<file path="src/fiet_pkg.sv">
// Shared types, constants and seed table of the find-or-insert entry table.
`default_nettype none

package fiet_pkg;

    // Default configuration
    localparam int TABLE_DEPTH_DEF   = 256;
    localparam int ADDRESS_BYTES_DEF = 8;

    // Seeded primitive entries occupy handles 0 up to SEED_COUNT-1
    localparam int SEED_COUNT = 10;

    // Element handle that means "no type"
    localparam logic [8:0] NONE_HANDLE = 9'd256;

    // Kind codes of the seeded entries
    localparam logic [3:0] KIND_NULL   = 4'd0;
    localparam logic [3:0] KIND_WORD   = 4'd1;
    localparam logic [3:0] KIND_INT    = 4'd2;
    localparam logic [3:0] KIND_CHAR   = 4'd3;
    localparam logic [3:0] KIND_BYTE   = 4'd4;
    localparam logic [3:0] KIND_LONG   = 4'd5;
    localparam logic [3:0] KIND_FLOAT  = 4'd6;
    localparam logic [3:0] KIND_DOUBLE = 4'd7;
    localparam logic [3:0] KIND_BOOL   = 4'd8;
    localparam logic [3:0] KIND_STRING = 4'd9;

    // One stored entry
    typedef struct packed {
        logic [3:0]  kind;
        logic [3:0]  size;
        logic [8:0]  elem;
        logic [31:0] count;
    } entry_t;

    // Controller to datapath commands
    typedef struct packed {
        logic load;
        logic scan;
        logic fin_hit;
        logic fin_add;
        logic fin_full;
    } cmd_t;

    // Datapath to controller status
    typedef struct packed {
        logic hit;
        logic exhausted;
        logic full;
    } status_t;

    // Build the seeded entry held at a given handle
    function automatic entry_t seed_entry(input logic [3:0] idx, input logic [3:0] addr_bytes);
        entry_t e;
        e.elem  = NONE_HANDLE;
        e.count = 32'd0;
        case (idx)
            4'd0:
            begin
                e.kind = KIND_NULL;   e.size = 4'd0;
            end
            4'd1:
            begin
                e.kind = KIND_WORD;   e.size = addr_bytes;
            end
            4'd2:
            begin
                e.kind = KIND_INT;    e.size = 4'd4;
            end
            4'd3:
            begin
                e.kind = KIND_CHAR;   e.size = 4'd1;
            end
            4'd4:
            begin
                e.kind = KIND_BYTE;   e.size = 4'd1;
            end
            4'd5:
            begin
                e.kind = KIND_LONG;   e.size = 4'd8;
            end
            4'd6:
            begin
                e.kind = KIND_FLOAT;  e.size = 4'd4;
            end
            4'd7:
            begin
                e.kind = KIND_DOUBLE; e.size = 4'd8;
            end
            4'd8:
            begin
                e.kind = KIND_BOOL;   e.size = 4'd1;
            end
            4'd9:
            begin
                e.kind = KIND_STRING; e.size = addr_bytes; e.elem = 9'd3;
            end
            default:
            begin
                e.kind = KIND_NULL;   e.size = 4'd0;
            end
        endcase
        return e;
    endfunction

endpackage

`default_nettype wire

</file>
<file path="src/fiet_ctrl.sv">
// Controller state machine of the entry table: accept, scan, finish.
`default_nettype none

module fiet_ctrl (
    input  wire logic              clk,
    input  wire logic              rst_n,
    input  wire logic              start,
    output logic                   busy,
    output logic                   done,
    output fiet_pkg::cmd_t         cmd,
    input  wire fiet_pkg::status_t status
);

    typedef enum logic {
        ST_IDLE,
        ST_SCAN
    } state_t;

    state_t state_reg, state_next;
    logic   done_reg,  done_next;

    // Decode commands from the state and status
    always_comb
    begin
        state_next   = state_reg;
        cmd.load     = 1'b0;
        cmd.scan     = 1'b0;
        cmd.fin_hit  = 1'b0;
        cmd.fin_add  = 1'b0;
        cmd.fin_full = 1'b0;
        case (state_reg)
            ST_IDLE:
            begin
                if (start)
                begin
                    cmd.load   = 1'b1;
                    state_next = ST_SCAN;
                end
            end
            ST_SCAN:
            begin
                cmd.scan = 1'b1;
                if (status.hit)
                begin
                    cmd.fin_hit = 1'b1;
                    state_next  = ST_IDLE;
                end
                else if (status.exhausted)
                begin
                    cmd.fin_full = status.full;
                    cmd.fin_add  = !status.full;
                    state_next   = ST_IDLE;
                end
            end
            default:
            begin
                state_next = ST_IDLE;
            end
        endcase
        done_next = cmd.fin_hit || cmd.fin_add || cmd.fin_full;
    end

    // Hold state and the result strobe
    always_ff @(posedge clk or negedge rst_n)
    begin
        if (!rst_n)
        begin
            state_reg <= ST_IDLE;
            done_reg  <= 1'b0;
        end
        else
        begin
            state_reg <= state_next;
            done_reg  <= done_next;
        end
    end

    assign busy = (state_reg != ST_IDLE);
    assign done = done_reg;

    // The result strobe lasts one cycle
    a_done_pulse: assert property (@(posedge clk) disable iff (!rst_n)
        done_reg |=> !done_reg)
        else $error("result strobe held longer than one cycle");

    // An accepted request makes the block busy
    a_accept_busy: assert property (@(posedge clk) disable iff (!rst_n)
        (start && !busy) |=> busy)
        else $error("request accepted without going busy");

    // A match ends the scan with a result next cycle
    a_hit_done: assert property (@(posedge clk) disable iff (!rst_n)
        (state_reg == ST_SCAN && status.hit) |=> (done_reg && !busy))
        else $error("match did not produce a result");

    // At most one finish command at a time
    a_one_finish: assert property (@(posedge clk) disable iff (!rst_n)
        $onehot0({cmd.fin_hit, cmd.fin_add, cmd.fin_full}))
        else $error("conflicting finish commands");

endmodule

`default_nettype wire

</file>
<file path="config.mk">
export PLATFORM = sky130hd
export DESIGN_NAME = fiet_ctrl
export DESIGN_NICKNAME = d
export VERILOG_FILES = /design/src/fiet_pkg.sv /design/src/fiet_ctrl.sv
export SDC_FILE = /design/constraint.sdc
export NUM_CORES = 1
export LEC_CHECK = 0
export BUFFER_PORTS_ARGS = -buffer_cell sky130_fd_sc_hd__buf_2
export CELL_PAD_IN_SITES_DETAIL_PLACEMENT = 0
export CELL_PAD_IN_SITES_GLOBAL_PLACEMENT = 1
export CORE_AREA = 5 5 42 44
export DETAILED_ROUTE_END_ITERATION = 8
export DIE_AREA = 0 0 47 49
export MAX_ROUTING_LAYER = met4
export PLACE_DENSITY_LB_ADDON = 0.1
export SYNTH_ARGS = -nofsm -noshare
export SYNTH_HDL_FRONTEND = slang
export SYNTH_SLANG_ARGS = --single-unit
</file>
<file path="constraint.sdc">
create_clock -name clk -period 1.31 [get_ports clk]
set_input_delay 0.1965 -clock clk [delete_from_list [all_inputs] [get_ports clk]]
set_output_delay 0.1965 -clock clk [all_outputs]
set_load 0.005 [all_outputs]
</file>
* Yosys cells after proc, flatten, opt, wreduce, memory -nomap -nowiden
Index checks and enable logic that the tools add are counted.
Storage, ports and cells: register bits after elaboration 2, bits of input ports 6, output and inout bits 7, word-level logic and storage cells 15
Cells by class: muxes and demuxes 9, bitwise gates (word level) 1, reductions and logical operators 3
Operators with widths (count):
- $mux 1 | 5
- $mux 2 | 2
- $mux 4 | 1
- $logic_or 1x1->1 | 2
- $pmux 1 s2 | 1
- $logic_not 1->1 | 1
- $not 1->1 | 1

* Logic depth before layout (Yosys ltp)
Gate-level depths: netlist (run 1).
word-level depth 6, gate-level depth with buffers 2, gate-level depth less buffers 2

* Least setup slack after synthesis (run 1)
No wires, ideal clock.
path kind register -> register, start reg state_reg (netlist: busy), end reg state_reg (netlist: busy), library setup time 0.124 ns, arrival 0.748 ns, data required time 1.186 ns, setup slack 0.437 ns, stages on the path, launching flop included 3, buffers on the path 0, clock period less this slack 0.873 ns, cells stage by stage dfrtp_1 > nor3b_1 > or2_1
On the way: cells in the longest elaborated chain, start to end 2
Ends and longest elaborated chain:
- start, declared | RTL line fiet_ctrl.sv:19 | state_t state_reg, state_next;
- start signal, assigned | RTL line fiet_ctrl.sv:73 | state_reg <= state_next;
- $not 1->1
- $pmux 1 s2 (*) | RTL line fiet_ctrl.sv:31 | case (state_reg)
- named net state_next | RTL line fiet_ctrl.sv:19
Mark *: on every way through the listed nets, which the timed path passes. The rest lies on a longest branch.

==> results of run 1 <==
-- through the flow --
stage | hold slack, ns | cells
3_5_place_dp | -0.0170 | 37
6_report | 0.243 | 41
5_1_grt | 0.243 | 41
3_3_place_gp | -0.0169 | 37
2_1_floorplan | -0.0991 | 10
4_1_cts | 0.234 | 41
-- routing by layer --
| metal | global-route usage (%) | up-vias | share of wire [%] |
|---|---|---|---|
| li1 | - | 66 | - |
| met1 | 3.52 | 55 | 38 |
| met2 | 4.52 | 7 | 52 |
| met3 | 1.11 | 0 | 9.8 |
| met4 | 6.91 | 0 | 0 |
| met5 | - | - | 0 |
-- power by group --
group | internal (mW) | switching [mW]
clock | 0.101 | 0.0342
combinational | 0.0267 | 0.0170
sequential | 0.0687 | 0.00684
total | 0.196 | 0.0581
-- final cells by class --
cell class                      count  area share (%)
Sequential cell                     2            22.9
Multi-Input combinational cell      7            25.7
Clock buffer                        3            10.3
Timing Repair Buffer               13            32.0
Tap cell                           16            9.14
-- critical path: stages (launching register included) --
cell and delay, ns:
dfrtp_1 0.44, and4b_1 0.24, buf_2 0.12
-- cell usage after synthesis --
master    n  area [µm²]
o21a_1    1        7.51
buf_4     1        7.51
and4bb_1  1        12.5
and4b_1   1        10.0
nor3b_1   1        7.51
dfrtp_1   2        50.1
or2_1     1        6.26
and2_1    1        6.26
nor2b_1   1        6.26
-- worst min path at each step --
| stage | endpoint |
|---|---|
| floorplan | busy$_DFF_PN0_ |
| global placement | busy$_DFF_PN0_ |
| detailed placement | busy$_DFF_PN0_ |
| CTS | done$_DFF_PN0_ |
| global route | done$_DFF_PN0_ |
| finish | done$_DFF_PN0_ |
-- logic make-up after synthesis --
| group | synth area share (%) |
|---|---|
| compound gates | 6.60 |
| buf+inv | 6.60 |
| flops | 44.0 |
| simple gates | 42.9 |
==> results.toml, run 1 <==
[power_and_ir_drop]
leakagePower_nw = 0.121
p_per_area_nw_per_um2 = 1160
power_mw = 0.254
irDropWorstVdd_mv = 0.189

[yosys]
syn_area_per_cell_um2 = 11.4
synth_cells = 10
netlist_area_um2 = 114
synth-seq-area-share_pct = 44.0
synth.distinct_cells = 9
synth_fp_nets = 16
ys_seq_elements = 2
yosys_warnings = 0

[critical_path]
startpoint_type = "flip-flop"
setup.worst_path.end = "cmd[0]"
rrSetupSlack_ns = 0.38
cp.arrival_ns = 1.02
startpoint = "busy$_DFF_PN0_"
endpoint_kind = "output pin"
critPathKind = "flip-flop to output pin"
reg2reg_depth = 2
timing.rr.end = "busy$_DFF_PN0_"
r2r_start = "busy$_DFF_PN0_"
crit_required_ns = 1.11
crit_fanout = 8

[clock_tree]
tritoncts = "built"
clk_pin_slew_worst_paths_ns = 0.03
cts-root-buf = "clkbuf_4"
clock-sinks = 2
cts_buffers = 3
cts_resized = 0
cts_setup_buffers = 0
clock_path_buffers = 2
insertion_delay_ns = 0.22
ctsHoldBuffers = 1
htree_levels = 1

[placement]
routabilityCongestion = 0.547
port_buffers = 12
dp_slack_ns = 0.312
place_area_um2 = 186

[sta]
fin_tns_setup_ns = 0
tightest_slew_ns = 0.214
rsz0062_at_grt = "no"
max_freq_ghz = 0.821
hold_viol = 0
setup_ws_ns = 0.0927
setup_violations = 0
slew_viol_final = 0
fin_skew_ns = 0.000447
finalWorstPathRequiredPeriod_ns = 1.22
maxSlewHeadroom_pct = 85.7
period_share_pct = 92.9

[detailed_routing]
drc = 0
vias_per_cell = 3.12
first_iter_violations = 0
wl_per_cell_um = 9.68
num_vias = 128
wl_um = 397
ant_nets = 0
firstDrtPassIters = 1

[layout]
stdcell_area_um2 = 219
fill_cells = 181
syn_to_final_growth_pct = 92.3
nNetsFinal = 33
num_antenna_cells = 0
final_common_cell = "buf_2"
final_util_pct = 15.6
ff_latch_area_um2 = 50.0
multi_input_area_um2 = 56.3
final_cell_mix = "12 x buf_2, 3 x clkbuf_4, 2 x dfrtp_1"
drive_above_1_share_pct = 60.0

[floorplan]
ioPinCount = 13
core_um2 = 1400
die_x_um = 47
rows = 14
dieArea_um2 = 2300
initial_core_util_pct = 8.12
die_h_um = 49

[global_route]
grt_pass1_wl_um = 545
gr-total-overflow = 0
antenna_found_initial = 0
grtUsageTotal_pct = 3.90
first_global_vias = 153
grt_max_degree = 9

[run]
maxCapViolCount = 0

[min_path]
hp-class = "input pin to flip-flop"
min_delay_path_depth = 2
worstHoldStart = "status[2]"

[run_status]
status = "finished clean"
No activity file was read; power rests on OpenSTA's default activity.
==> run 2, diff against run 1 <==
BUFFER_PORTS_ARGS = default   (was -buffer_cell sky130_fd_sc_hd__buf_2)
DONT_BUFFER_PORTS = 1   (was default)
==> results.toml, run 2 (synthesized netlist as in run 1, its figures left out) <==
[global_route]
antenna_found_initial = 0
first_global_vias = 119
grt_pass1_wl_um = 538
grtUsageTotal_pct = 4.25
gr-total-overflow = 0
grt_max_degree = 9

[critical_path]
critPathMaxStageDelay_ns = 0.49
crit_fanout = 8
worst_path_max_delay_cell = "dfrtp_1"
worst-path-buf-inv = 0
path_cells = "and4bb_1"
critPathKind = "flip-flop to output pin"
crit_required_ns = 1.11
cp.arrival_ns = 0.97
cp_top_family = "flip-flops"
startpoint_type = "flip-flop"
rrSetupSlack_ns = 0.35
endpoint_kind = "output pin"

[clock_tree]
cts_setup_buffers = 0
clock-sinks = 2
cts-root-buf = "clkbuf_4"
htree_levels = 1
insertion_delay_ns = 0.22
clk_pin_slew_worst_paths_ns = 0.03
tritoncts = "built"
clock_path_buffers = 2
cts_buffers = 3
cts_resized = 0

[sta]
rsz0062_at_grt = "no"
finalWorstPathRequiredPeriod_ns = 1.17
fin_tns_setup_ns = 0
hold_viol = 0
fin_skew_ns = 0.000363
slew_viol_final = 0
max_freq_ghz = 0.857
maxSlewHeadroom_pct = 81.5
tightest_slew_ns = 0.277
whs_ns = 0.117
setup_violations = 0
period_share_pct = 89.1

[power_and_ir_drop]
leakagePower_nw = 0.0678
p_per_area_nw_per_um2 = 1460
irDropWorstVdd_mv = 0.232
power_mw = 0.231

[detailed_routing]
vias_per_cell = 3.28
ant_nets = 0
drc = 0
first_iter_violations = 0
wl_per_cell_um = 13.1
firstDrtPassIters = 1
num_vias = 95
wl_um = 380

[floorplan]
dieArea_um2 = 2300
die_x_um = 47
core_um2 = 1400
rows = 14
die_h_um = 49
ioPinCount = 13
initial_core_util_pct = 8.12

[layout]
final_util_pct = 11.3
nNetsFinal = 21
num_antenna_cells = 0
drive_above_1_share_pct = 23.1
final_common_cell = "clkbuf_4"
final_cell_mix = "3 x clkbuf_4, 2 x dfrtp_1"
syn_to_final_growth_pct = 39.6
fill_cells = 170
fin_cells = 29

[placement]
dp_cells = 25
routabilityCongestion = 0.511
port_buffers = 0

[run_status]
status = "finished clean"

[run]
maxCapViolCount = 0

[min_path]
hp-class = "input pin to flip-flop"
==> run 2: layer usage <==
| layer | track usage, % | share of wire (%) | wire [µm] | vias to the layer above |
|---|---|---|---|---|
| met5 | - | 0 | 0 | - |
| met4 | 5.53 | 5.0 | 19 | 0 |
| met3 | 4.80 | 13 | 50 | 2 |
| met2 | 4.75 | 46 | 173 | 9 |
| met1 | 2.84 | 36 | 136 | 41 |
| li1 | - | - | - | 43 |
==> run 2: final timing paths <==
kind | cells past startpoint | end | from
worst min-delay path | 1 | done$_DFF_PN0_ | status[2]
max in group asynchronous | 1 | done$_DFF_PN0_ | rst_n
min in group asynchronous | 1 | busy$_DFF_PN0_ | rst_n
worst max-delay path | 1 | cmd[1] | busy$_DFF_PN0_
worst max register to register | 2 | busy$_DFF_PN0_ | busy$_DFF_PN0_
worst min register to register | 1 | done$_DFF_PN0_ | busy$_DFF_PN0_
==> run 2: layout make-up <==
class	count	area, µm²	share of cell area [%]
tap	16	20.0	12.6
multi-input combinational	7	56.3	35.4
sequential	2	50.0	31.5
clock buffer	3	22.5	14.2
timing repair buffer	1	10.0	6.30
==> run 2: report_power, final <==
group | leakage (nW) | internal (mW) | switching (mW)
clock network | 0.0138 | 0.101 | 0.0334
logic | 0.0290 | 0.0111 | 0.00722
registers | 0.0250 | 0.0688 | 0.00994
==> run 2: per-stage QoR <==
stage / setup slack (ns) / area [µm²]
after floorplan: 0.437 / 114
after global placement: 0.305 / 126
after detailed placement: 0.310 / 126
after CTS: 0.0970 / 159
after global routing: 0.0527 / 159
final: 0.143 / 159
==> run 2: repair_timing <==
item	CTS	global route
hold buffers	1	0
endpoints found under the hold margin	2	0
endpoints found under the setup margin	0	0
==> run 3, diff against run 2 <==
CELL_PAD_IN_SITES_DETAIL_PLACEMENT = 1   (was 0)
CELL_PAD_IN_SITES_GLOBAL_PLACEMENT = 2   (was 1)
==> results.toml, run 3 (synthesized netlist as in run 1, its figures left out) <==
[floorplan]
rows = 14
die_x_um = 47
core_um2 = 1400
dieArea_um2 = 2300
initial_core_util_pct = 8.12
die_h_um = 49
ioPinCount = 13

[critical_path]
crit_required_ns = 1.11
crit_fanout = 8
worst_path_max_delay_cell = "dfrtp_1"
timing.rr.end = "busy$_DFF_PN0_"
cp_top_family = "flip-flops"
rrSetupSlack_ns = 0.33
reg2reg_depth = 2
critPathKind = "flip-flop to output pin"
startpoint_type = "flip-flop"
worst-path-buf-inv = 0
path_cells = "and4b_1"
endpoint_kind = "output pin"
r2r_start = "busy$_DFF_PN0_"
critPathMaxStageDelay_ns = 0.49
cp.arrival_ns = 0.99

[sta]
period_share_pct = 90.6
hold_viol = 0
slew_viol_final = 0
rsz0062_at_grt = "no"
max_freq_ghz = 0.842
setup_violations = 0
tightest_slew_ns = 0.287
setup_ws_ns = 0.123
maxSlewHeadroom_pct = 80.9
fin_tns_setup_ns = 0
fin_skew_ns = 0.00125
finalWorstPathRequiredPeriod_ns = 1.19

[placement]
dp_slack_ns = 0.296
routabilityCongestion = 0.530
place_area_um2 = 126
dp_cells = 25
port_buffers = 0

[layout]
final_common_cell = "clkbuf_4"
final_cell_mix = "3 x clkbuf_4, 2 x dfrtp_1"
syn_to_final_growth_pct = 39.6
num_antenna_cells = 0
stdcell_area_um2 = 159
drive_above_1_share_pct = 23.1
fin_cells = 29
nNetsFinal = 21
final_util_pct = 11.3

[power_and_ir_drop]
irDropWorstVdd_mv = 0.267
p_per_area_nw_per_um2 = 1470
clockPowerShare_pct = 58.1
power.internal_mw = 0.181
switchingPower_mw = 0.0524
p_sw_share_pct = 22.5
p_comb_share_pct = 8.0
leakagePower_nw = 0.0678
seqPwrFrac_pct = 33.8

[clock_tree]
clock-sinks = 2
insertion_delay_ns = 0.22
tritoncts = "built"
clock_path_buffers = 2
cts_buffers = 3
htree_levels = 1
cts-root-buf = "clkbuf_4"
clk_pin_slew_worst_paths_ns = 0.03
cts_resized = 0

[detailed_routing]
wl_per_cell_um = 14.7
wl_um = 427
num_vias = 92
ant_nets = 0
first_iter_violations = 0
drc = 0
firstDrtPassIters = 1
vias_per_cell = 3.17

[global_route]
gr-total-overflow = 0
grt_max_degree = 9
grtUsageTotal_pct = 4.83
first_global_vias = 133
antenna_found_initial = 0
grt_pass1_wl_um = 648

[min_path]
min_delay_path_depth = 1
hold_end = "done$_DFF_PN0_"
hp-class = "input pin to flip-flop"
worstHoldStart = "status[2]"

[run_status]
status = "finished clean"

[run]
maxCapViolCount = 0
run 3: cell counts in the layout (fill, tap and decap cells not counted):
No cell type changed its count.
run 3: through the flow:
step | power (mW) | hold slack [ns]
finish | 0.233 | 0.114
global route | 0.257 | 0.100
CTS | 0.246 | 0.102
detailed placement | 0.0971 | -0.0990
global placement | 0.0971 | -0.0990
floorplan | 0.0940 | -0.0991
run 3: what timing repair did:
item | 4_1_cts | 5_1_grt
hold endpoints to repair | 2 | 0
setup buffers | 0 | 0
hold buffers | 1 | 0
run 3: per-layer routing:
metal  global-route usage [%]  wire [µm]  vias up
met3                     4.80         57        2
met4                     6.91         19        0
li1                         -          -       44
met5                        -          0        -
met2                     5.20        184        9
met1                     3.51        164       37
run 3: worst max-delay path by stage:
| stage | from | cells after the start | end | slack (ns) |
|---|---|---|---|---|
| finish | busy$_DFF_PN0_ | 1 | cmd[0] | 0.12 |
| global route | busy$_DFF_PN0_ | 1 | cmd[0] | 0.03 |
| CTS | busy$_DFF_PN0_ | 1 | cmd[0] | 0.08 |
| detailed placement | busy$_DFF_PN0_ | 2 | busy$_DFF_PN0_ | 0.30 |
| global placement | busy$_DFF_PN0_ | 2 | busy$_DFF_PN0_ | 0.30 |
| floorplan | busy$_DFF_PN0_ | 2 | busy$_DFF_PN0_ | 0.44 |
run 3: power groups by stage:
| stage | registers [mW] | clock network (mW) | logic (mW) |
|---|---|---|---|
| finish | 0.0789 | 0.136 | 0.0188 |
| global route | 0.0814 | 0.155 | 0.0210 |
| CTS | 0.0799 | 0.146 | 0.0198 |
| detailed placement | 0.0806 | 0 | 0.0164 |
| global placement | 0.0804 | 0 | 0.0167 |
| floorplan | 0.0757 | 0 | 0.0183 |
run 3: final cells by class:
class	instances	area, µm²
multi-input combinational	7	56.3
clock buffer	3	22.5
tap	16	20.0
fill	170	1240
sequential	2	50.0
timing repair buffer	1	10.0
